--- src/rtl/alle_pkg.sv ---
// Shared types and codes for the array linked list engine.
// No dependencies; imported by alle_ctrl and array_linked_list_engine.
`default_nettype none

package alle_pkg;

    localparam int SLOT_W  = 6;
    localparam int VALUE_W = 32;
    localparam int COUNT_W = 6;

    localparam logic [1:0] OP_APPEND = 2'd0;
    localparam logic [1:0] OP_FIND   = 2'd1;
    localparam logic [1:0] OP_REMOVE = 2'd2;

    localparam logic [1:0] STAT_OK       = 2'd0;
    localparam logic [1:0] STAT_FULL     = 2'd1;
    localparam logic [1:0] STAT_NOTFOUND = 2'd2;
    localparam logic [1:0] STAT_BADPREV  = 2'd3;

    localparam logic [SLOT_W-1:0] SLOT_NULL = 6'h3F;

    typedef struct packed {
        logic [1:0]                op;
        logic signed [VALUE_W-1:0] value;
        logic signed [SLOT_W-1:0]  prev_slot;
    } cmd_t;

    typedef struct packed {
        logic [1:0]               status;
        logic signed [SLOT_W-1:0] found_prev;
        logic [COUNT_W-1:0]       count;
    } res_t;

endpackage

`default_nettype wire

--- src/rtl/alle_ctrl.sv ---
// Sequencer of the linked list engine with the value, link and free-slot memories.
// Depends on alle_pkg for the command and result types and the codes.
`default_nettype none

module alle_ctrl #(
    parameter int SLOTS = 32
) (
    input  wire logic          clk,
    input  wire logic          rst_n,
    input  wire alle_pkg::cmd_t cmd,
    input  wire logic          cmd_valid,
    output logic               cmd_ready,
    output alle_pkg::res_t     res,
    output logic               res_valid,
    input  wire logic          res_ready
);
    import alle_pkg::*;

    localparam int SW = $clog2(SLOTS);
    localparam int CW = $clog2(SLOTS + 1);

    typedef struct packed {
        logic          vld;
        logic [SW-1:0] idx;
    } ptr_t;

    typedef enum logic [8:0] {
        S_CLEAR    = 9'b000000001,
        S_IDLE     = 9'b000000010,
        S_SCAN     = 9'b000000100,
        S_APP_LINK = 9'b000001000,
        S_FIND_CHK = 9'b000010000,
        S_RMH_CHK  = 9'b000100000,
        S_RMP_CHK  = 9'b001000000,
        S_RMV_CHK  = 9'b010000000,
        S_RESP     = 9'b100000000
    } state_t;

    localparam ptr_t PTR_NULL = '{vld: 1'b0, idx: '0};

    logic [VALUE_W-1:0] value_mem [SLOTS];
    logic [SW:0]        next_mem  [SLOTS];
    logic               free_mem  [SLOTS];

    logic [VALUE_W-1:0] value_rd_reg;
    ptr_t               next_rd_reg;
    logic               free_rd_reg;

    state_t        state_reg, state_next;
    logic [SW-1:0] scan_reg, scan_next;
    ptr_t          head_reg, head_next;
    ptr_t          tail_reg, tail_next;
    logic [CW-1:0] count_reg, count_next;

    logic [VALUE_W-1:0] val_reg, val_next;
    logic [SW-1:0]      pidx_reg, pidx_next;
    logic [SW-1:0]      cur_reg, cur_next;
    logic [SW-1:0]      slot_reg, slot_next;
    ptr_t               before_reg, before_next;
    logic [1:0]         status_reg, status_next;
    logic [SLOT_W-1:0]  fprev_reg, fprev_next;

    logic [SW-1:0]      rd_addr;
    logic               val_we;
    logic [SW-1:0]      val_waddr;
    logic [VALUE_W-1:0] val_wdata;
    logic               next_we;
    logic [SW-1:0]      next_waddr;
    ptr_t               next_wdata;
    logic               free_we;
    logic [SW-1:0]      free_waddr;
    logic               free_wdata;

    logic [SW+SLOT_W-1:0] p_ext;
    logic [SW+SLOT_W:0]   p_cmp;
    logic                 p_in_range;
    logic [SW-1:0]        p_idx;
    logic [SW+SLOT_W-1:0] before_ext;
    logic [CW+COUNT_W-1:0] count_ext;

    assign p_ext      = {{SW{1'b0}}, cmd.prev_slot};
    assign p_idx      = p_ext[SW-1:0];
    assign p_cmp      = {{(SW+1){1'b0}}, cmd.prev_slot};
    assign p_in_range = !cmd.prev_slot[SLOT_W-1] && (p_cmp < (SW+SLOT_W+1)'(SLOTS));
    assign before_ext = {{SLOT_W{1'b0}}, before_reg.idx};
    assign count_ext  = {{COUNT_W{1'b0}}, count_reg};

    always_comb
    begin
        state_next  = state_reg;
        scan_next   = scan_reg;
        head_next   = head_reg;
        tail_next   = tail_reg;
        count_next  = count_reg;
        val_next    = val_reg;
        pidx_next   = pidx_reg;
        cur_next    = cur_reg;
        slot_next   = slot_reg;
        before_next = before_reg;
        status_next = status_reg;
        fprev_next  = fprev_reg;
        rd_addr     = cur_reg;
        val_we      = 1'b0;
        val_waddr   = slot_reg;
        val_wdata   = val_reg;
        next_we     = 1'b0;
        next_waddr  = slot_reg;
        next_wdata  = PTR_NULL;
        free_we     = 1'b0;
        free_waddr  = slot_reg;
        free_wdata  = 1'b0;
        cmd_ready   = 1'b0;
        res_valid   = 1'b0;

        case (state_reg)
            S_CLEAR:
            begin
                free_we    = 1'b1;
                free_waddr = scan_reg;
                free_wdata = 1'b1;
                if (scan_reg == SW'(SLOTS - 1))
                begin
                    state_next = S_IDLE;
                end
                else
                begin
                    scan_next = scan_reg + 1'b1;
                end
            end
            S_IDLE:
            begin
                cmd_ready   = 1'b1;
                fprev_next  = '0;
                status_next = STAT_OK;
                val_next    = cmd.value;
                if (cmd_valid)
                begin
                    case (cmd.op)
                        OP_APPEND:
                        begin
                            if (count_reg == CW'(SLOTS))
                            begin
                                status_next = STAT_FULL;
                                state_next  = S_RESP;
                            end
                            else
                            begin
                                rd_addr    = '0;
                                slot_next  = '0;
                                scan_next  = SW'(1);
                                state_next = S_SCAN;
                            end
                        end
                        OP_FIND:
                        begin
                            if (!head_reg.vld)
                            begin
                                status_next = STAT_NOTFOUND;
                                state_next  = S_RESP;
                            end
                            else
                            begin
                                rd_addr     = head_reg.idx;
                                cur_next    = head_reg.idx;
                                before_next = PTR_NULL;
                                state_next  = S_FIND_CHK;
                            end
                        end
                        OP_REMOVE:
                        begin
                            if (cmd.prev_slot == SLOT_NULL)
                            begin
                                if (!head_reg.vld)
                                begin
                                    status_next = STAT_BADPREV;
                                    state_next  = S_RESP;
                                end
                                else
                                begin
                                    rd_addr    = head_reg.idx;
                                    state_next = S_RMH_CHK;
                                end
                            end
                            else if (!p_in_range)
                            begin
                                status_next = STAT_BADPREV;
                                state_next  = S_RESP;
                            end
                            else
                            begin
                                rd_addr    = p_idx;
                                pidx_next  = p_idx;
                                state_next = S_RMP_CHK;
                            end
                        end
                        default:
                        begin
                            state_next = S_RESP;
                        end
                    endcase
                end
            end
            S_SCAN:
            begin
                if (free_rd_reg)
                begin
                    val_we     = 1'b1;
                    val_waddr  = slot_reg;
                    next_we    = 1'b1;
                    next_waddr = slot_reg;
                    next_wdata = PTR_NULL;
                    free_we    = 1'b1;
                    free_waddr = slot_reg;
                    free_wdata = 1'b0;
                    state_next = S_APP_LINK;
                end
                else
                begin
                    rd_addr   = scan_reg;
                    slot_next = scan_reg;
                    if (scan_reg != SW'(SLOTS - 1))
                    begin
                        scan_next = scan_reg + 1'b1;
                    end
                end
            end
            S_APP_LINK:
            begin
                if (tail_reg.vld)
                begin
                    next_we    = 1'b1;
                    next_waddr = tail_reg.idx;
                    next_wdata = '{vld: 1'b1, idx: slot_reg};
                end
                else
                begin
                    head_next = '{vld: 1'b1, idx: slot_reg};
                end
                tail_next  = '{vld: 1'b1, idx: slot_reg};
                count_next = count_reg + 1'b1;
                state_next = S_RESP;
            end
            S_FIND_CHK:
            begin
                if (value_rd_reg == val_reg)
                begin
                    fprev_next = before_reg.vld ? before_ext[SLOT_W-1:0] : SLOT_NULL;
                    state_next = S_RESP;
                end
                else if (!next_rd_reg.vld)
                begin
                    status_next = STAT_NOTFOUND;
                    state_next  = S_RESP;
                end
                else
                begin
                    before_next = '{vld: 1'b1, idx: cur_reg};
                    cur_next    = next_rd_reg.idx;
                    rd_addr     = next_rd_reg.idx;
                end
            end
            S_RMH_CHK:
            begin
                free_we    = 1'b1;
                free_waddr = head_reg.idx;
                free_wdata = 1'b1;
                if ((tail_reg.idx == head_reg.idx) || !next_rd_reg.vld)
                begin
                    head_next = PTR_NULL;
                    tail_next = PTR_NULL;
                end
                else
                begin
                    head_next = next_rd_reg;
                end
                count_next = count_reg - 1'b1;
                state_next = S_RESP;
            end
            S_RMP_CHK:
            begin
                if (free_rd_reg || !next_rd_reg.vld)
                begin
                    status_next = STAT_BADPREV;
                    state_next  = S_RESP;
                end
                else
                begin
                    slot_next  = next_rd_reg.idx;
                    rd_addr    = next_rd_reg.idx;
                    state_next = S_RMV_CHK;
                end
            end
            S_RMV_CHK:
            begin
                next_we    = 1'b1;
                next_waddr = pidx_reg;
                next_wdata = next_rd_reg;
                free_we    = 1'b1;
                free_waddr = slot_reg;
                free_wdata = 1'b1;
                if (tail_reg.idx == slot_reg)
                begin
                    tail_next = '{vld: 1'b1, idx: pidx_reg};
                end
                count_next = count_reg - 1'b1;
                state_next = S_RESP;
            end
            S_RESP:
            begin
                res_valid = 1'b1;
                if (res_ready)
                begin
                    state_next = S_IDLE;
                end
            end
            default:
            begin
                state_next = S_IDLE;
            end
        endcase
    end

    assign res.status     = status_reg;
    assign res.found_prev = fprev_reg;
    assign res.count      = count_ext[COUNT_W-1:0];

    always_ff @(posedge clk or negedge rst_n)
    begin
        if (!rst_n)
        begin
            state_reg <= S_CLEAR;
            scan_reg  <= '0;
            head_reg  <= PTR_NULL;
            tail_reg  <= PTR_NULL;
            count_reg <= '0;
        end
        else
        begin
            state_reg <= state_next;
            scan_reg  <= scan_next;
            head_reg  <= head_next;
            tail_reg  <= tail_next;
            count_reg <= count_next;
        end
    end

    always_ff @(posedge clk)
    begin
        val_reg    <= val_next;
        pidx_reg   <= pidx_next;
        cur_reg    <= cur_next;
        slot_reg   <= slot_next;
        before_reg <= before_next;
        status_reg <= status_next;
        fprev_reg  <= fprev_next;
    end

    always_ff @(posedge clk)
    begin
        value_rd_reg <= value_mem[rd_addr];
        if (val_we)
        begin
            value_mem[val_waddr] <= val_wdata;
        end
    end

    always_ff @(posedge clk)
    begin
        next_rd_reg <= next_mem[rd_addr];
        if (next_we)
        begin
            next_mem[next_waddr] <= next_wdata;
        end
    end

    always_ff @(posedge clk)
    begin
        free_rd_reg <= free_mem[rd_addr];
        if (free_we)
        begin
            free_mem[free_waddr] <= free_wdata;
        end
    end

`ifndef ASSERT_OFF
    a_head_tracks_count: assert property (@(posedge clk) disable iff (!rst_n)
        head_reg.vld == (count_reg != '0))
        else $error("Head pointer and node count disagree.");

    a_tail_tracks_head: assert property (@(posedge clk) disable iff (!rst_n)
        tail_reg.vld == head_reg.vld)
        else $error("Tail pointer and head pointer disagree on an empty list.");

    a_count_bound: assert property (@(posedge clk) disable iff (!rst_n)
        count_reg <= CW'(SLOTS))
        else $error("Node count exceeds the number of slots.");

    a_count_step: assert property (@(posedge clk) disable iff (!rst_n)
        (count_reg != $past(count_reg)) |->
        ((count_reg == $past(count_reg) + 1'b1) || (count_reg == $past(count_reg) - 1'b1)))
        else $error("Node count changed by more than one in a cycle.");
`endif

endmodule

`default_nettype wire

--- src/rtl/array_linked_list_engine.sv ---
// Top level of the array linked list engine: stream ports and the result register.
// Depends on alle_pkg and alle_ctrl.
//
//   Channel  Direction  Contents
//   s_axis   in         tuser: op; tdata: value, prev_slot
//   m_axis   out        tdata: status, found_prev, count
//
// Append scans the free map from slot 0 for the lowest free slot and links it at the tail.
// Find walks the nodes from the head; each step is one read of the link memory. Remove
// unlinks the head or the node after a given slot; a rejected predecessor answers with
// status BADPREV. A full append, an empty find or op 3 goes straight to the response.
// After reset the free map is cleared slot by slot before the first transfer is taken.
// A stalled result waits in the output register.
`default_nettype none

module array_linked_list_engine #(
    parameter int SLOTS = 32
) (
    input  wire logic        clk,
    input  wire logic        rst_n,
    input  wire logic        s_axis_tvalid,
    output logic             s_axis_tready,
    input  wire logic [39:0] s_axis_tdata,  // value[31:0], prev_slot[37:32], zero pad
    input  wire logic [1:0]  s_axis_tuser,  // op[1:0]
    output logic             m_axis_tvalid,
    input  wire logic        m_axis_tready,
    output logic [15:0]      m_axis_tdata   // status[1:0], found_prev[7:2], count[13:8]
);
    import alle_pkg::*;

    cmd_t        cmd;
    res_t        res;
    logic        res_valid;
    logic        res_ready;
    logic        out_valid_reg, out_valid_next;
    logic [15:0] out_data_reg, out_data_next;

    assign cmd.op        = s_axis_tuser;
    assign cmd.value     = s_axis_tdata[31:0];
    assign cmd.prev_slot = s_axis_tdata[37:32];

    alle_ctrl #(
        .SLOTS(SLOTS)
    ) u_ctrl (
        .clk       (clk),
        .rst_n     (rst_n),
        .cmd       (cmd),
        .cmd_valid (s_axis_tvalid),
        .cmd_ready (s_axis_tready),
        .res       (res),
        .res_valid (res_valid),
        .res_ready (res_ready)
    );

    assign res_ready = !out_valid_reg || m_axis_tready;

    always_comb
    begin
        out_valid_next = out_valid_reg;
        out_data_next  = out_data_reg;
        if (res_ready)
        begin
            out_valid_next = res_valid;
            out_data_next  = {2'b00, res.count, res.found_prev, res.status};
        end
    end

    always_ff @(posedge clk or negedge rst_n)
    begin
        if (!rst_n)
        begin
            out_valid_reg <= 1'b0;
        end
        else
        begin
            out_valid_reg <= out_valid_next;
        end
    end

    always_ff @(posedge clk)
    begin
        out_data_reg <= out_data_next;
    end

    assign m_axis_tvalid = out_valid_reg;
    assign m_axis_tdata  = out_data_reg;

endmodule

`default_nettype wire
--- config.mk ---
export PLATFORM = sky130hd
export DESIGN_NAME = array_linked_list_engine
export DESIGN_NICKNAME = d
export VERILOG_FILES = /design/src/rtl/alle_pkg.sv /design/src/rtl/alle_ctrl.sv /design/src/rtl/array_linked_list_engine.sv
export SDC_FILE = /design/constraint.sdc
export NUM_CORES = 2
export LEC_CHECK = 0
export ABC_AREA = 1
export BUFFER_PORTS_ARGS = -buffer_cell sky130_fd_sc_hd__buf_2
export CORE_ASPECT_RATIO = 1.75
export CORE_MARGIN = 2
export CORE_UTILIZATION = 63
export DETAILED_ROUTE_END_ITERATION = 7
export PLACE_DENSITY = 0.79
export REMOVE_ABC_BUFFERS = 1
export SKIP_LAST_GASP = 1
export SLEW_MARGIN = 40
export SYNTH_ARGS = -nofsm -noshare
export SYNTH_HDL_FRONTEND = slang
export SYNTH_SLANG_ARGS = --single-unit
--- constraint.sdc ---
create_clock -name clk -period 4.33 [get_ports clk]
set_input_delay 0.6495 -clock clk [delete_from_list [all_inputs] [get_ports clk]]
set_output_delay 0.6495 -clock clk [all_outputs]
set_load 0.005 [all_outputs]
== After elaboration in Yosys (flattened, before gate mapping) ==
Memory sizes are Yosys's and may differ from the RTL's. A register that Yosys moved wholly into a read port is not among the register bits.
Cells that the tools add are included.
Storage, ports and cells
  flip-flop bits (word level): 108
  ROM bits: 0
  memories kept: 3
  input bits: 46
  latch bits: 0
  logic and storage cells: 179
  memory bits (writable): 1248
  output and inout bits: 18
Memory list
  u_ctrl.value_mem: depth 32, bits a word 32, read ports 1, clocked after memory_dff 1, wr ports 1, line alle_ctrl.sv:41  | logic [VALUE_W-1:0] value_mem [SLOTS];
  u_ctrl.next_mem: depth 32, bits a word 6, read ports 1, clocked after memory_dff 1, wr ports 1, line alle_ctrl.sv:42  | logic [SW:0] next_mem [SLOTS];
  u_ctrl.free_mem: depth 32, bits a word 1, read ports 1, clocked after memory_dff 1, wr ports 1, line alle_ctrl.sv:43  | logic free_mem [SLOTS];
Cells by class
  mux-type cells: 87
  equal/unequal tests: 39
  order comparisons: 1
  multiply operators: 0
  shift-type cells: 0
  bitwise operators: 1
  div/mod/pow operators: 0
  $add $sub $neg: 3
  reduce and logical (&&, ||, !) cells: 28
Operator list (count)
  $mux W5: 23
  $mux W9: 12
  $mux W6: 12
  $pmux W9 S7: 1
  $pmux W6 S2: 5
  $pmux W5 S3: 3
  $eq A32 B32 Y1: 1
  $pmux W5 S2: 3
  $pmux W9 S3: 1
  $ne A2 B2 Y1 const B: 11
  $pmux W5 S4: 1
  $ne A2 B1 Y1 const B: 9
  $pmux W6 S3: 1
  $mux W2: 8
  $mux W1: 13
  $eq A6 B6 Y1 const B: 2
  $pmux W2 S3: 2
  $reduce_and A6 Y1: 2
  $reduce_bool A3 Y1: 4
  $eq A5 B5 Y1: 2
  $reduce_and A5 Y1: 2
  $eq A9 B1 Y1 const B: 1
  $eq A9 B2 Y1 const B: 1
  $eq A9 B3 Y1 const B: 1
  other kinds (29): 38

== Depth between registers and ports, before layout ==
  word-level depth: 7
  depth in mapped cells: 22
  gate-level depth less buffers: 20

== Modules after synthesis ==
A second synthesis with hierarchy kept.
Second synthesis, totals
  cells, all modules: 5842
  area, all modules: 61437.7 um^2
By module, submodules not included
  alle_ctrl: area each 60953.5 um^2, cells an instance 5820, instances 1, seq. area each 40890.5 um^2
  array_linked_list_engine: area each 484.2 um^2, cells an instance 22, instances 1, seq. area each 445.4 um^2

== Worst setup path before layout ==
OpenSTA, ideal clock, no wires.
  kind: register -> register
  start point: reg u_ctrl.state_reg[7]
  end point: mem u_ctrl.next_mem[0][5] in the netlist's numbering (data pin)
  library setup time: 0.454 ns
  path slack: 0.932 ns
  stages on the path, launching flop included: 7
  arrival: 2.944 ns
  cells stage by stage: dfrtp_1 -> inv_1 -> or2_2 -> nor4_1 -> clkinv_1 -> clkbuf_1 -> o21ai_0
RTL lines
  start, declared: line alle_ctrl.sv:49  | state_t state_reg, state_next;
  start signal, assigned: line alle_ctrl.sv:339  | state_reg <= state_next;
  end, declared: line alle_ctrl.sv:42

== Worst setup path in the final report ==
  start point: reg u_ctrl.val_reg[9]
  end point: reg u_ctrl.next_rd_reg[2] (netlist name)
Between the ends
  word-level cells in the longest chain between the ends: 3
RTL lines
  start, declared: line alle_ctrl.sv:55  | logic [VALUE_W-1:0] val_reg, val_next;
  start signal, assigned: line alle_ctrl.sv:349  | val_reg <= val_next;
  $eq A32 B32 Y1: line alle_ctrl.sv:245  | if (value_rd_reg == val_reg)
  $mux W5: line alle_ctrl.sv:245
  $pmux W5 S4: line alle_ctrl.sv:115  | case (state_reg)
Every way passes these cells.
A chain may end at the register's enable or synchronous reset.

==> out/qor.csv <==
stage;metric;value;unit
run_status;status;finished clean;
floorplan;die_h;418;um
floorplan;rows;151;
clock_network;clkLatencyLatePin;0.75;ns
layout;drive_gt1_share;8.54;%
placement;place.gp.congestion;0.930;
synth;ys_warn_count;0;
global_routing;grt_pass1_vias;43200;
global_routing;grt_max_degree;139;
placement;portBuffers;59;
synth;syn_inst;5835;
sta;finalMaxSlewViolations;0;
routing;wl_per_cell;22.9;um
clock_network;h-tree-depth;3;
routing;totalWireLength;166000;um
floorplan;dieArea;100000;sq um
sta;fmax;0.235;GHz
routing;route.antenna.remaining_nets;0;
layout;largest_reg_flops;1024;
synth;synth_seq_cells;1395;
min_path;hold_class;input pin to register;
setup_path;crit_type;register to register;
routing;num_vias;44300;
sta;min_period;4.25;ns
clock_network;cts_buffer_depth;3;
layout;top_regs;u_ctrl.value_mem (1024), u_ctrl.next_mem (192);
synth;synth_top_cell_area_share;64.5;%
setup_path;cp.required;4.92;ns
layout;syn_to_final_growth;10.7;%
clock_network;cts_tree;done;
sta;setup-violations-final;0;
clock_network;cts_root_buffer;clkbuf_16;
flow_run;maxCapViolCount;0;
global_routing;grt_pass1_wl;246000;um
routing;drcViolationCount;0;
sta;slew_headroom;40.2;%
global_routing;overflow;0;
placement;placed_area;64300;sq um
placement;hpwl;90300;um
routing;vias_per_cell;6.10;
layout;final_area;68200;sq um
layout;n_fill_cell;6456;
sta;min_period_over_period;98.1;%
clock_network;clock_sinks;1395;
sta;rsz0062_at_grt;false;
synth;yosys-top-cells-area;edfxtp_1 65%, nand3_1 11%, nand2_1 8.4%;
setup_path;cp-end-kind;register;
setup_path;cp_max_fo;67;
setup_path;critPathArrivalTime;4.84;ns
sta;fin_worst_skew;0.0360;ns
synth;syn_area;61600;sq um
floorplan;fp.dieW;240;um
sta;hold_viol;0;
global_routing;track_usage;33.0;%
setup_path;startpoint_type;register;
layout;regMostFlops;u_ctrl.value_mem;
routing;dr.pass1.iters;8;
synth;ys_seq_area_share;67.1;%
clock_network;cts_setup_buffers;0;
floorplan;coreArea;96900;sq um
synth;synth_top_area_cell;edfxtp_1;
synth;ys_types;54;
clock_network;clk_pin_slew_worst_paths;0.07;ns
global_routing;antenna_found_initial;2;
layout;nets;5915;
synth;syn_area_per_cell;10.6;sq um
routing;drt_first_iter_violations;5962;
floorplan;io_pins;64;
clock_network;numCtsBuffers;116;
floorplan;start_util;63.5;%
sta;tightest_slew;0.897;ns
==> stage by stage <==
step,hold WS (ns),utilization (%),cells,TNS [ns],setup WS [ns]
6_report,0.0771,70.3,7261,0,0.0808
3_3_place_gp,0.401,66.4,7042,0,0.176
5_1_grt,0.0657,70.3,7260,0,0.0281
4_1_cts,0.0344,70.3,7259,0,0.0349
3_5_place_dp,0.405,66.4,7042,0,0.0857
2_1_floorplan,0.354,-,5487,-539.02,-13.82
==> layer usage <==
metal,global-route usage [%],routed length [um],up-vias
met5,0,13,-
met4,22.2,12000,2
met3,5.28,17100,695
met2,56.0,82700,2821
met1,38.7,54500,21100
li1,-,-,19700
==> what timing repair did <==
| item | CTS | global route |
|---|---|---|
| hold endpoints to repair | 3 | 0 |
| setup endpoints to repair | 0 | 28 |
| hold buffers | 1 | 0 |
| resized for setup | 0 | 3 |
==> layout make-up <==
type / instances / area [sq um] / area share, %
multi-input combinational: 3313 / 15900 / 23.4
timing repair buffer: 257 / 2520 / 3.70
inverter: 779 / 2940 / 4.31
tap: 1300 / 1630 / 2.39
antenna: 1 / 2.50 / 0.00367
sequential: 1395 / 41300 / 60.6
clock inverter: 61 / 646 / 0.947
clock buffer: 155 / 3150 / 4.62
==> cell usage in the layout, fill, tap and decap left out, drive strengths merged, types with 2 or more instances in the layout <==
cell type / instances
clkbuf: 156
a21oi: 25
nor4: 4
mux2: 5
a22oi: 2
nand3b: 196
nand3: 1378
inv: 780
conb: 2
nor2: 168
o21bai: 2
o22ai: 21
nor3: 8
ha: 6
edfxtp: 1323
xnor2: 28
clkinvlp: 9
nand4: 9
bufinv: 12
a31oi: 6
o2111ai: 2
buf: 255
nand2: 1386
or2: 3
clkinv: 39
a221oi: 8
o211ai: 6
xor2: 9
o21ai: 26
o21a: 3
dfxtp: 39
dfrtp: 32
==> cells in the mapped netlist, drive strengths merged <==
library cell,instances
and3,1
mux2,5
nand2,1386
a31oi,6
dfxtp,39
ha,6
o2111ai,2
o211ai,6
a221oi,8
o21ai,26
a21oi,25
buf,266
nor4,4
clkbuf,83
nor2,168
nor3b,1
or2,3
a22oi,2
a211oi,1
inv,777
o221ai,1
xor2,9
nor3,8
nand3b,196
a21boi,1
dfstp,1
a32o,1
nand3,1378
o21bai,2
o21a,3
a2111oi,1
clkinv,2
dfrtp,32
nand4,9
o22ai,21
nor4b,1
conb,1
fa,1
edfxtp,1323
o2111a,1
xnor2,28
==> worst max-delay path, stage by stage, from the launching register on <==
cell	delay [ns]
edfxtp_1	0.47
xnor2_1	0.35
nand2_1	0.12
nor2_1	0.19
nand2_1	0.25
nor2_1	0.37
nand2_2	0.24
nand4_1	0.21
nand3_4	0.32
nand2_8	0.19
buf_4	0.54
nand2_1	0.11
nand3_1	0.10
nand3_1	0.16
nand3_1	0.14
nand2_1	0.07
nand2_1	0.07
nand2_1	0.13
==> cells by family after synthesis <==
| family | Yosys count | synth area share [%] |
|---|---|---|
| flip-flops | 1395 | 67.1 |
| multiplexers | 5 | 0.0914 |
| XOR/XNOR | 37 | 0.526 |
| adder cells (fa/ha/maj) | 7 | 0.154 |
| AO/OA/AOI/OAI | 107 | 1.09 |
| other | 1 | 0.00609 |
| AND/OR/NAND/NOR | 3155 | 23.5 |
| buffers and inverters | 1128 | 7.54 |
==> final timing paths <==
kind,startpoint,endpoint,slack [ns],cells past startpoint
max,u_ctrl.val_reg[9],u_ctrl.next_rd_reg[2],0.08,17
min,s_axis_tdata[6],u_ctrl.val_reg[6],0.08,1
max reg2reg,u_ctrl.val_reg[9],u_ctrl.next_rd_reg[2],0.08,17
min reg2reg,u_ctrl.fprev_reg[2],m_axis_tdata[4],0.41,0
max in group asynchronous,rst_n,u_ctrl.tail_reg[3],3.57,2
min in group asynchronous,rst_n,u_ctrl.state_reg[8],0.41,2
Power is left out: the tool's default activity adds up to more than one toggle a clock period on the data nets, which glitch-free logic cannot reach.
